--- config.mk ---
export PLATFORM = sky130hd
export DESIGN_NAME = contiguous_page_allocator
export DESIGN_NICKNAME = d
export VERILOG_FILES = /design/src/hw/rtl/cpa_pkg.sv /design/src/hw/rtl/cpa_mark_mem.sv /design/src/hw/rtl/cpa_ctrl.sv /design/src/hw/rtl/contiguous_page_allocator.sv
export VERILOG_INCLUDE_DIRS = /design/src /design/src/hw/rtl
export SDC_FILE = /design/constraint.sdc
export NUM_CORES = 1
export LEC_CHECK = 0
export ABC_CLOCK_PERIOD_IN_PS = 6200
export BUFFER_PORTS_ARGS = -buffer_cell sky130_fd_sc_hd__buf_2
export CAP_MARGIN = 20
export CORE_AREA = 8 8 167 248
export CTS_BUF_LIST = sky130_fd_sc_hd__clkbuf_16
export CTS_CLUSTER_SIZE = 16
export DETAILED_ROUTE_END_ITERATION = 10
export DIE_AREA = 0 0 175 256
export PLACE_DENSITY = 0.71
export SYNTH_ARGS = -nofsm -noshare
export SYNTH_HDL_FRONTEND = slang
export SYNTH_SLANG_ARGS = --single-unit
--- constraint.sdc ---
create_clock -name clk_i -period 6.2 [get_ports clk_i]
set_input_delay 0.31 -clock clk_i [delete_from_list [all_inputs] [get_ports clk_i]]
set_output_delay 0.31 -clock clk_i [all_outputs]
set_load 0.01 [all_outputs]
--- src/hw/rtl/contiguous_page_allocator_defines.svh ---
// Assertion macros for the contiguous page allocator.
// Expects clk_i and rst_ni in the scope that uses them.
`ifndef CONTIGUOUS_PAGE_ALLOCATOR_DEFINES_SVH
`define CONTIGUOUS_PAGE_ALLOCATOR_DEFINES_SVH

// check cons in the same cycle as ante
`define CPA_ASSERT_SAME(label, ante, cons) \
  label: assert property (@(posedge clk_i) disable iff (!rst_ni) (ante) |-> (cons)) \
    else $error("page allocator check failed");

// check cons in the cycle after ante
`define CPA_ASSERT_NEXT(label, ante, cons) \
  label: assert property (@(posedge clk_i) disable iff (!rst_ni) (ante) |=> (cons)) \
    else $error("page allocator check failed");

`endif

--- src/hw/rtl/cpa_pkg.sv ---
// Shared types and constants for the contiguous page allocator.
// No dependencies.
package cpa_pkg;

  localparam int unsigned NUM_PAGES_DEF = 256;

  localparam logic REQ_ALLOC = 1'b0;
  localparam logic REQ_FREE  = 1'b1;

  typedef struct packed {
    logic       vld;
    logic       ok;
    logic [7:0] first_page;
  } cpa_res_t;

endpackage

--- src/hw/rtl/cpa_mark_mem.sv ---
// Single-bit page mark memory, one write port and one registered read port.
// Depends on cpa_pkg.
module cpa_mark_mem import cpa_pkg::*; #(
  parameter int unsigned NUM_PAGES = NUM_PAGES_DEF,
  localparam int unsigned AW = (NUM_PAGES > 1) ? $clog2(NUM_PAGES) : 1
) (
  input  logic          clk_i,
  input  logic          we_i,
  input  logic [AW-1:0] waddr_i,
  input  logic          wdata_i,
  input  logic [AW-1:0] raddr_i,
  output logic          rdata_o
);

  logic mem_q [NUM_PAGES];
  logic rdata_q;

  always_ff @(posedge clk_i) begin
    if (we_i) begin
      mem_q[waddr_i] <= wdata_i;
    end
    rdata_q <= mem_q[raddr_i];
  end

  assign rdata_o = rdata_q;

endmodule

--- src/hw/rtl/cpa_ctrl.sv ---
// Sequencer for the page allocator: clearing pass, first-fit scan, mark and free sweeps.
// Depends on cpa_pkg; drives the mark memory ports.
module cpa_ctrl import cpa_pkg::*; #(
  parameter int unsigned NUM_PAGES = NUM_PAGES_DEF,
  localparam int unsigned AW = (NUM_PAGES > 1) ? $clog2(NUM_PAGES) : 1,
  localparam int unsigned PW = ((AW + 1) > 10) ? (AW + 1) : 10
) (
  input  logic          clk_i,
  input  logic          rst_ni,
  input  logic          req_vld_i,
  input  logic          req_type_i,
  input  logic [8:0]    page_count_i,
  input  logic [7:0]    start_page_i,
  output logic          busy_o,
  input  logic          res_ready_i,
  output cpa_res_t      res_o,
  output logic          mem_we_o,
  output logic [AW-1:0] mem_waddr_o,
  output logic          mem_wdata_o,
  output logic [AW-1:0] mem_raddr_o,
  input  logic          mem_rdata_i
);

  typedef enum logic [2:0] {
    ST_CLEAR,
    ST_IDLE,
    ST_SCAN,
    ST_MARK,
    ST_DONE
  } state_e;

  localparam logic [PW-1:0] NP   = PW'(NUM_PAGES);
  localparam logic [PW-1:0] LAST = PW'(NUM_PAGES - 1);

  state_e        state_q, state_d;
  logic [PW-1:0] p_q, p_d;
  logic [PW-1:0] end_q, end_d;
  logic [PW-1:0] need_q, need_d;
  logic [PW-1:0] run_q, run_d;
  logic [PW-1:0] iss_q, iss_d;
  logic [AW-1:0] chk_q, chk_d;
  logic          chk_vld_q, chk_vld_d;
  logic          cnt_zero_q, cnt_zero_d;
  logic          wval_q, wval_d;
  logic          ok_q, ok_d;
  logic [7:0]    first_q, first_d;

  logic [PW-1:0] need_in;
  logic [PW-1:0] free_sum;
  logic [PW-1:0] run_inc;
  logic [PW-1:0] run_start;
  logic          iss_live;
  logic          mark_live;

  assign need_in   = (page_count_i == 9'd0) ? PW'(1) : PW'(page_count_i);
  assign free_sum  = PW'(start_page_i) + PW'(page_count_i);
  assign run_inc   = run_q + PW'(1);
  assign run_start = PW'(chk_q) + PW'(1) - need_q;
  assign iss_live  = (iss_q < NP);
  assign mark_live = (p_q < end_q);

  always_comb begin
    state_d    = state_q;
    p_d        = p_q;
    end_d      = end_q;
    need_d     = need_q;
    run_d      = run_q;
    iss_d      = iss_q;
    chk_d      = chk_q;
    chk_vld_d  = 1'b0;
    cnt_zero_d = cnt_zero_q;
    wval_d     = wval_q;
    ok_d       = ok_q;
    first_d    = first_q;
    case (state_q)
      ST_CLEAR: begin
        p_d = p_q + PW'(1);
        if (p_q == LAST) begin
          state_d = ST_IDLE;
        end
      end
      ST_IDLE: begin
        if (req_vld_i) begin
          first_d = 8'd0;
          if (req_type_i == REQ_FREE) begin
            p_d     = PW'(start_page_i);
            end_d   = (free_sum > NP) ? NP : free_sum;
            wval_d  = 1'b0;
            ok_d    = 1'b1;
            state_d = ST_MARK;
          end else begin
            ok_d       = 1'b0;
            need_d     = need_in;
            cnt_zero_d = (page_count_i == 9'd0);
            run_d      = '0;
            iss_d      = '0;
            if (need_in > NP) begin
              state_d = ST_DONE;
            end else begin
              state_d = ST_SCAN;
            end
          end
        end
      end
      ST_SCAN: begin
        if (iss_live) begin
          iss_d = iss_q + PW'(1);
        end
        chk_vld_d = iss_live;
        chk_d     = iss_q[AW-1:0];
        if (chk_vld_q) begin
          if (!mem_rdata_i && (run_inc >= need_q)) begin
            ok_d      = 1'b1;
            first_d   = run_start[7:0];
            chk_vld_d = 1'b0;
            if (cnt_zero_q) begin
              state_d = ST_DONE;
            end else begin
              p_d     = run_start;
              end_d   = run_start + need_q;
              wval_d  = 1'b1;
              state_d = ST_MARK;
            end
          end else begin
            run_d = mem_rdata_i ? '0 : run_inc;
            if (PW'(chk_q) == LAST) begin
              ok_d      = 1'b0;
              first_d   = 8'd0;
              chk_vld_d = 1'b0;
              state_d   = ST_DONE;
            end
          end
        end
      end
      ST_MARK: begin
        if (mark_live) begin
          p_d = p_q + PW'(1);
        end else begin
          state_d = ST_DONE;
        end
      end
      ST_DONE: begin
        if (res_ready_i) begin
          state_d = ST_IDLE;
        end
      end
      default: begin
        state_d = ST_IDLE;
      end
    endcase
  end

  always_ff @(posedge clk_i or negedge rst_ni) begin
    if (!rst_ni) begin
      state_q    <= ST_CLEAR;
      p_q        <= '0;
      end_q      <= '0;
      need_q     <= '0;
      run_q      <= '0;
      iss_q      <= '0;
      chk_q      <= '0;
      chk_vld_q  <= 1'b0;
      cnt_zero_q <= 1'b0;
      wval_q     <= 1'b0;
      ok_q       <= 1'b0;
      first_q    <= 8'd0;
    end else begin
      state_q    <= state_d;
      p_q        <= p_d;
      end_q      <= end_d;
      need_q     <= need_d;
      run_q      <= run_d;
      iss_q      <= iss_d;
      chk_q      <= chk_d;
      chk_vld_q  <= chk_vld_d;
      cnt_zero_q <= cnt_zero_d;
      wval_q     <= wval_d;
      ok_q       <= ok_d;
      first_q    <= first_d;
    end
  end

  assign busy_o           = (state_q != ST_IDLE);
  assign res_o.vld        = (state_q == ST_DONE);
  assign res_o.ok         = ok_q;
  assign res_o.first_page = first_q;

  assign mem_we_o    = (state_q == ST_CLEAR) || ((state_q == ST_MARK) && mark_live);
  assign mem_waddr_o = p_q[AW-1:0];
  assign mem_wdata_o = (state_q == ST_MARK) ? wval_q : 1'b0;
  assign mem_raddr_o = iss_live ? iss_q[AW-1:0] : '0;

endmodule

--- src/hw/rtl/contiguous_page_allocator.sv ---
// Top level of the contiguous page allocator: sequencer, mark memory, result register.
// Reset clears control state, then a clearing pass frees every page.
// Allocate: first-fit scan, then marking of the found run (none for a zero count), then the
// result register; a count above NUM_PAGES fails unscanned. Free: clears marks, count clipped.
// One request at a time; the next is taken the cycle after its result is loaded.
`include "contiguous_page_allocator_defines.svh"

module contiguous_page_allocator import cpa_pkg::*; #(
  parameter int unsigned NUM_PAGES = NUM_PAGES_DEF,
  localparam int unsigned AW = (NUM_PAGES > 1) ? $clog2(NUM_PAGES) : 1
) (
  input  logic       clk_i,
  input  logic       rst_ni,
  input  logic       in_valid_i,
  output logic       in_stall_o,
  input  logic       req_type_i,
  input  logic [8:0] page_count_i,
  input  logic [7:0] start_page_i,
  output logic       out_valid_o,
  input  logic       out_stall_i,
  output logic       ok_o,
  output logic [7:0] first_page_o
);

  cpa_res_t      res;
  logic          busy;
  logic          res_ready;
  logic          in_beat;
  logic          mem_we;
  logic [AW-1:0] mem_waddr;
  logic          mem_wdata;
  logic [AW-1:0] mem_raddr;
  logic          mem_rdata;

  logic          out_valid_q;
  logic          ok_q;
  logic [7:0]    first_q;

  assign in_stall_o = busy;
  assign in_beat    = in_valid_i && !busy;
  assign res_ready  = !out_valid_q || !out_stall_i;

  cpa_ctrl #(
    .NUM_PAGES(NUM_PAGES)
  ) u_ctrl (
    .clk_i       (clk_i),
    .rst_ni      (rst_ni),
    .req_vld_i   (in_beat),
    .req_type_i  (req_type_i),
    .page_count_i(page_count_i),
    .start_page_i(start_page_i),
    .busy_o      (busy),
    .res_ready_i (res_ready),
    .res_o       (res),
    .mem_we_o    (mem_we),
    .mem_waddr_o (mem_waddr),
    .mem_wdata_o (mem_wdata),
    .mem_raddr_o (mem_raddr),
    .mem_rdata_i (mem_rdata)
  );

  cpa_mark_mem #(
    .NUM_PAGES(NUM_PAGES)
  ) u_mem (
    .clk_i  (clk_i),
    .we_i   (mem_we),
    .waddr_i(mem_waddr),
    .wdata_i(mem_wdata),
    .raddr_i(mem_raddr),
    .rdata_o(mem_rdata)
  );

  always_ff @(posedge clk_i or negedge rst_ni) begin
    if (!rst_ni) begin
      out_valid_q <= 1'b0;
    end else if (res.vld && res_ready) begin
      out_valid_q <= 1'b1;
    end else if (!out_stall_i) begin
      out_valid_q <= 1'b0;
    end
  end

  always_ff @(posedge clk_i) begin
    if (res.vld && res_ready) begin
      ok_q    <= res.ok;
      first_q <= res.first_page;
    end
  end

  assign out_valid_o  = out_valid_q;
  assign ok_o         = ok_q;
  assign first_page_o = first_q;

  `CPA_ASSERT_NEXT(a_busy_after_beat, in_beat, in_stall_o)
  `CPA_ASSERT_NEXT(a_result_loaded, res.vld && res_ready, out_valid_o)
  `CPA_ASSERT_SAME(a_fail_page_zero, out_valid_o && !ok_o, first_page_o == 8'd0)
  `CPA_ASSERT_SAME(a_write_when_busy, mem_we, in_stall_o)

endmodule
==> results.md, run 1 <==
* Post-Route Skew at 18.02 ps
* Finished Cell Area at 0.01852 sq mm
* Post-Synth Adder-Cell Area at 0.03952
* Status: complete, no violations
* Avg WL per Cell at 21.20 um
* Vias at 11.90k
* DR vias/cell at 5.879
* Starting Density at 0.4433
* Global placer's final weighted congestion at 0.9392
* Register area share after synthesis at 0.5822
* Routed Antenna Nets at 0
* Period Utilization, post-route at 0.6455
* Synth warnings at 0
* CP required at 6590 ps
* Vias in the first global route at 11.97k
* Crit path largest cell delay at 520 ps
* XOR/XNOR share of the synthesized area at 0.02288
* Root Buffer: clkbuf_16
* Worst-Margin Slew at 993.3 ps
* Final Hold Fails at 0
* Fmax at 0.2499 GHz
* Most frequent cell after synthesis: nor2_1
* Placement Rows at 88
* Synth Instances at 1,513
* CTS tree: yes
* Worst path cell trace: ha_1 > fa_1 > a21o_1 > a21oi_1 > o21bai_1 > a21oi_1 > xnor2_1 > ha_1 > or3_1 > o21ai_0 > a21oi_1 > xor2_1 > o21ai_0 > o21ai_0
* Cell taking the most area after synthesis: edfxtp_1
* 1st-pass router iterations at 5
* Cell Count, Final, Fillers Out at 2,024
* Clock slew at reported path FFs at 60 ps
* Clock Tree Buf Depth at 3
* Die Area at 0.04480 sq mm
* Placed Cells at 1,961
* Unrepaired setup endpoints after global routing: false
* Worst path arrival time at 4400 ps
* Final core occ at 0.4875
* Top post-synthesis cells by area: edfxtp_1 47%, dfrtp_1 11%, nor2_1 6.7%
* Buffers on Ports at 32
* Pleak at 6.774 nW
* WL final at 42.92 mm
* Most used DFF post-synth: edfxtp_1
* Most frequent cells after synthesis: 302 x nor2_1, 265 x edfxtp_1, 127 x nand2_1, 75 x o21ai_0, 73 x dfrtp_1
* Slowest-stage cell, CP: fa_1
* Async set-or-reset flop fraction in the synthesized netlist at 0.2153
* Worst min path class: in -> reg
* CTS resizes at 0
* Area share of the largest cell type after synthesis at 0.4725
* DRT iter0 DRCs at 1,198
* Nets@finish at 1,579
* Sinks on Clock Net at 339
* Die Y at 256 um
* Worst-case vdd ir drop at 0.0002888 V
* EDFF count, synth at 265
* Initial antenna violation count at 0
* Setup TNS at 0 ps
* Total CTS buffers at 35
* # diodes at 0
* Startpoint types: register
* Netlist Area Pre-Place at 0.01684 sq mm
* Layout cells sized above 1 at 0.08829
* Final setup vio count at 0
* Slew Viols, Final at 0
* Post-synthesis register bit count at 339
* Synth cell types at 72
* Total power at 8.113 mW
* Simple-gate share of the synthesized area at 0.1546
* GR Util All Layers at 0.1897
* Compound-gate portion of the synthesized area at 0.1082
* Clock H-tree levels at 2
* Mux contribution to synthesized area at 0.05966
* Critical-path maximum fanout at 5
* Number of remaining DRC errors at 0
* GRT overflow at 0
* Dpl hpwl at 29.48 mm
* Setup crit end kind: register
* Worst skew pair latency at 540 ps
* Largest net degree at the start of global routing at 111
* Die Width at 175 um
* Tmin final at 4002 ps
* Dpl cell area at 0.01734 sq mm
* Max Cap Viol at 0
* CP Class: reg -> reg
* Global-route wire length before repair at 67.14 mm
* Syn Nets at 1,587
* Power Density at 438.1 mW/mm^2
* Ports at 33
* Largest family of logic cells by synthesized area: simple AND/OR/NAND/NOR gates
* Synthesis-to-layout area growth at 9.963%
* Syn Area/Cell at 11.13 sq um
* Post-CTS Setup Inserts at 0
* Core area at 0.03799 sq mm
* Worst relative slew slack at 0.3378
==> cell families after synthesis <==
kind of cell,after synthesis
AOI/OAI and AO/OA,282
xor gates and xnor gates,44
adders and majority gates,52
buffers and inverters,134
DFF,339
muxes,69
and+or+nand+nor,593
==> cell usage in the layout, fill, tap and decap left out, drive strengths merged, types with 10 or more instances in the layout <==
cell	netlist	layout
inv	41	48
dfrtp	73	73
nand3	43	43
mux4	25	25
buf	23	46
xnor2	17	17
nand2	127	127
nor2b	20	20
a221oi	13	13
o21a	16	16
a31oi	17	17
ha	50	50
nor3	30	30
clkbuf	69	35
o21ai	79	79
a22o	10	10
xor2	27	27
and3	11	11
clkinv	1	14
o22ai	39	39
edfxtp	265	265
nor2	302	302
mux2i	43	43
a21oi	40	40
==> stage by stage <==
stage / worst slack [ps] / hold slack, ps
CTS: 2020 / 18.09
global placement: 2250 / 446.4
global route: 2080 / 37.96
floorplan: 1315 / 14.41
detailed placement: 2031 / 444.4
finish: 2198 / 42.66
==> sequential cells by signal, summed over array words and instances (netlist names), 8 cells and up <==
name and flops:
first_page_o 8, u_ctrl.run_q 10, u_ctrl.need_q 9, u_ctrl.end_q 10
u_ctrl.first_q 8, u_ctrl.p_q 10, u_mem.mem_q 256, u_ctrl.chk_q 8
u_ctrl.iss_q 10
==> timing repair <==
action / in CTS / in global routing
hold buffers: 1 / 0
endpoints found under the setup margin: 0 / 0
endpoints found under the hold margin: 73 / 0
==> worst paths after layout <==
kind / from / to / slack [ps] / depth (start not counted)
max: u_ctrl.chk_q[0]$_DFFE_PN0P_ / u_ctrl.end_q[8]$_DFFE_PN0P_ / 2200 / 14
min: page_count_i[4] / u_ctrl.need_q[4]$_DFFE_PN0P_ / 40 / 3
max reg2reg: u_ctrl.chk_q[0]$_DFFE_PN0P_ / u_ctrl.end_q[8]$_DFFE_PN0P_ / 2200 / 14
min reg2reg: u_ctrl.first_q[1]$_DFFE_PN0P_ / first_page_o[1]$_DFFE_PP_ / 460 / 0
max in group asynchronous: rst_ni / u_ctrl.iss_q[0]$_DFFE_PN0P_ / 5030 / 2
min in group asynchronous: rst_ni / u_ctrl.end_q[4]$_DFFE_PN0P_ / 460 / 2
==> report_power, final <==
group          leakage, nW  internal, mW  switching [mW]  total [mW]
logic                 2.54          1.12            2.06        3.17
registers             3.65          2.58           0.228        2.81
clock network        0.584          1.25           0.882        2.13
total                 6.77          4.95            3.16        8.11
==> cell type report <==
type,instances,area (sq um)
Multi-Input combinational cell,1040,6494
Clock inverter,26,289.0
Tap cell,495,619.3
Fill cell,3375,19470
Timing Repair Buffer,47,277.8
Clock buffer,35,875.8
Sequential cell,339,9806
Inverter,42,157.7
==> critical path, delay by kind of cell, from the launching register on <==
kind | cells | cell delay (ps)
adder cells (fa/ha/maj) | 3 | 1320
AO/OA/AOI/OAI | 8 | 1160
XOR/XNOR | 2 | 540
flip-flops | 1 | 460
AND/OR/NAND/NOR | 1 | 380
==> layer usage <==
metal | share of wire | wire (um) | up-vias | GRT usage
li1 | - | - | 5469 | -
met4 | 0.060 | 2564 | 0 | 0.1119
met3 | 0.059 | 2538 | 123 | 0.03115
met1 | 0.37 | 15760 | 5866 | 0.2144
met5 | 0 | 0 | - | 0
met2 | 0.51 | 22050 | 442 | 0.3316
(Power assumes the default switching activity.)
==> run 2, diff against run 1 <==
Settings changed: ABC_CLOCK_PERIOD_IN_PS 6200 to 4100.
Clock period 6.2 ns to 4.1 ns, I/O delays scaled along.
==> run 2 against run 1 <==
Effect of this change: design area rose by 1.5%; non-clock buffer count rose by 41; critical path depth fell by 1; global-route usage rose by 0.41 points; worst setup slack got worse by 1900 ps; fmax rose by 6.4%; combinational power rose by 57%.
==> results.md, run 2 (synthesis results as in run 1) <==
* Status: complete, no violations
* Die Area at 0.04480 sq mm
* Dpl hpwl at 30.13 mm
* Most used cell, CP: a211o_1
* Core area at 0.03799 sq mm
* Unrepaired setup endpoints after global routing: false
* # diodes at 0
* Final Hold Fails at 0
* Total CTS buffers at 35
* Starting Density at 0.4433
* Nets@finish at 1,620
* DR vias/cell at 5.883
* Avg WL per Cell at 21.36 um
* Setup WS pre-CTS at 398.9 ps
* Worst relative slew slack at 0.3439
* Global-route wire length before repair at 68.77 mm
* Placed Cells at 1,994
* Cell Count, Final, Fillers Out at 2,066
* Fmax at 0.2658 GHz
* Clock slew at reported path FFs at 60 ps
* Power Density at 650.8 mW/mm^2
* Setup crit end kind: register
* Clock Tree Buf Depth at 3
* Startpoint types: register
* Root Buffer: clkbuf_16
* Setup TNS at 0 ps
* Buffers on Ports at 32
* Max Cap Viol at 0
* Worst skew pair latency at 540 ps
* Tmin final at 3762 ps
* Most common cell after layout, fill and taps aside: nor2_1
* Period Utilization, post-route at 0.9175
* CP Class: reg -> reg
* Final setup vio count at 0
* Most flops, register: u_mem.mem_q
* Most frequent cells in the layout: 302 x nor2_1, 265 x edfxtp_1, 127 x nand2_1
* WL final at 44.12 mm
* CP required at 4510 ps
* Worst path arrival time at 4170 ps
* 1st-pass router iterations at 5
* Die Y at 256 um
* Placement Rows at 88
* Critical-path maximum fanout at 15
* Worst min path class: in -> reg
* Number of remaining DRC errors at 0
* Worst-Margin Slew at 984.2 ps
* Clock H-tree levels at 2
* Sinks on Clock Net at 339
* Largest register FFs at 256
* Global placer's final weighted congestion at 0.8799
* CTS tree: yes
* CTS resizes at 0
* GR Util All Layers at 0.1939
* Routed Antenna Nets at 0
* Post-Route Skew at 33.73 ps
* Total power at 12.23 mW
* Final worst slack at 338.3 ps
* GRT overflow at 0
* Initial antenna violation count at 0
* Vias at 12.16k
* Worst path cell trace: ha_1 > nand3_1 > nor2_1 > xor2_1 > ha_1 > a211o_1 > a211o_1 > a31oi_1 > o211ai_1 > and3_1 > a211o_1 > or2_1 > o41ai_1
* DRT iter0 DRCs at 1,253
* Pleak at 6.930 nW
* Slowest-stage cell, CP: dfrtp_1
* Ports at 33
* Synthesis-to-layout area growth at 11.59%
* Slew Viols, Final at 0
* Die Width at 175 um
* Crit path largest cell delay at 430 ps
* Largest net degree at the start of global routing at 93
* Layout cells sized above 1 at 0.1057
* Worst-case vdd ir drop at 0.0004365 V
* Vias in the first global route at 12.36k
-- run 2: area by class of cell --
cell class	instances	area (sq um)
clock inverter	26	182.7
fill	3330	19190
sequential	339	9806
inverter	42	157.7
timing repair buffer	88	633.1
tap	495	619.3
clock buffer	36	900.9
multi-input combinational	1040	6494
-- run 2: final timing paths --
path                                                from                           to  slack (ps)  cells past startpoint
max                          u_ctrl.run_q[0]$_DFFE_PN0P_  u_ctrl.run_q[6]$_DFFE_PN0P_         340                     13
max reg2reg                  u_ctrl.run_q[0]$_DFFE_PN0P_  u_ctrl.run_q[6]$_DFFE_PN0P_         340                     13
max in group asynchronous                         rst_ni  u_ctrl.iss_q[0]$_DFFE_PN0P_        3000                      2
min reg2reg                u_ctrl.first_q[2]$_DFFE_PN0P_    first_page_o[2]$_DFFE_PP_         460                      0
min in group asynchronous                         rst_ni  u_ctrl.iss_q[7]$_DFFE_PN0P_         380                      2
min                                      start_page_i[2]    u_ctrl.p_q[2]$_DFFE_PN0P_          50                      3
-- run 2: worst max-delay path, delay by kind of cell, from the launching register on --
| family | cells | cell delay (ps) |
|---|---|---|
| xor gates and xnor gates | 1 | 110 |
| DFF | 1 | 430 |
| AOI/OAI and AO/OA | 6 | 1540 |
| adders and majority gates | 2 | 510 |
| and+or+nand+nor | 4 | 1060 |
-- run 2: metal layers --
layer / track usage / share of wire / vias up
li1: - / - / 5567
met5: 0 / 0 / -
met1: 0.2145 / 0.37 / 6024
met4: 0.09965 / 0.049 / 0
met2: 0.3534 / 0.53 / 441
met3: 0.02790 / 0.051 / 123
-- run 2: power breakdown --
| group | total (mW) | switching (mW) | leakage [nW] | internal [mW] |
|---|---|---|---|---|
| Clock | 3.04 | 1.31 | 0.565 | 1.72 |
| Sequential | 4.22 | 0.315 | 3.63 | 3.91 |
| Combinational | 4.97 | 3.12 | 2.73 | 1.85 |
-- run 2: repair_timing --
item,CTS,global route
setup buffers,0,0
endpoints found under the setup margin,0,0
hold buffers,10,0
hold endpoints to repair,82,0
-- run 2: stage by stage --
stage / hold slack, ps / instance area (sq um) / utilization
finish: 51.56 / 18790 / 0.4947
global route: 70.05 / 18790 / 0.4947
CTS: 42.65 / 18790 / 0.4947
detailed placement: 409.3 / 17610 / 0.4636
global placement: 407.5 / 17610 / 0.4636
floorplan: -90.59 / 16840 / -
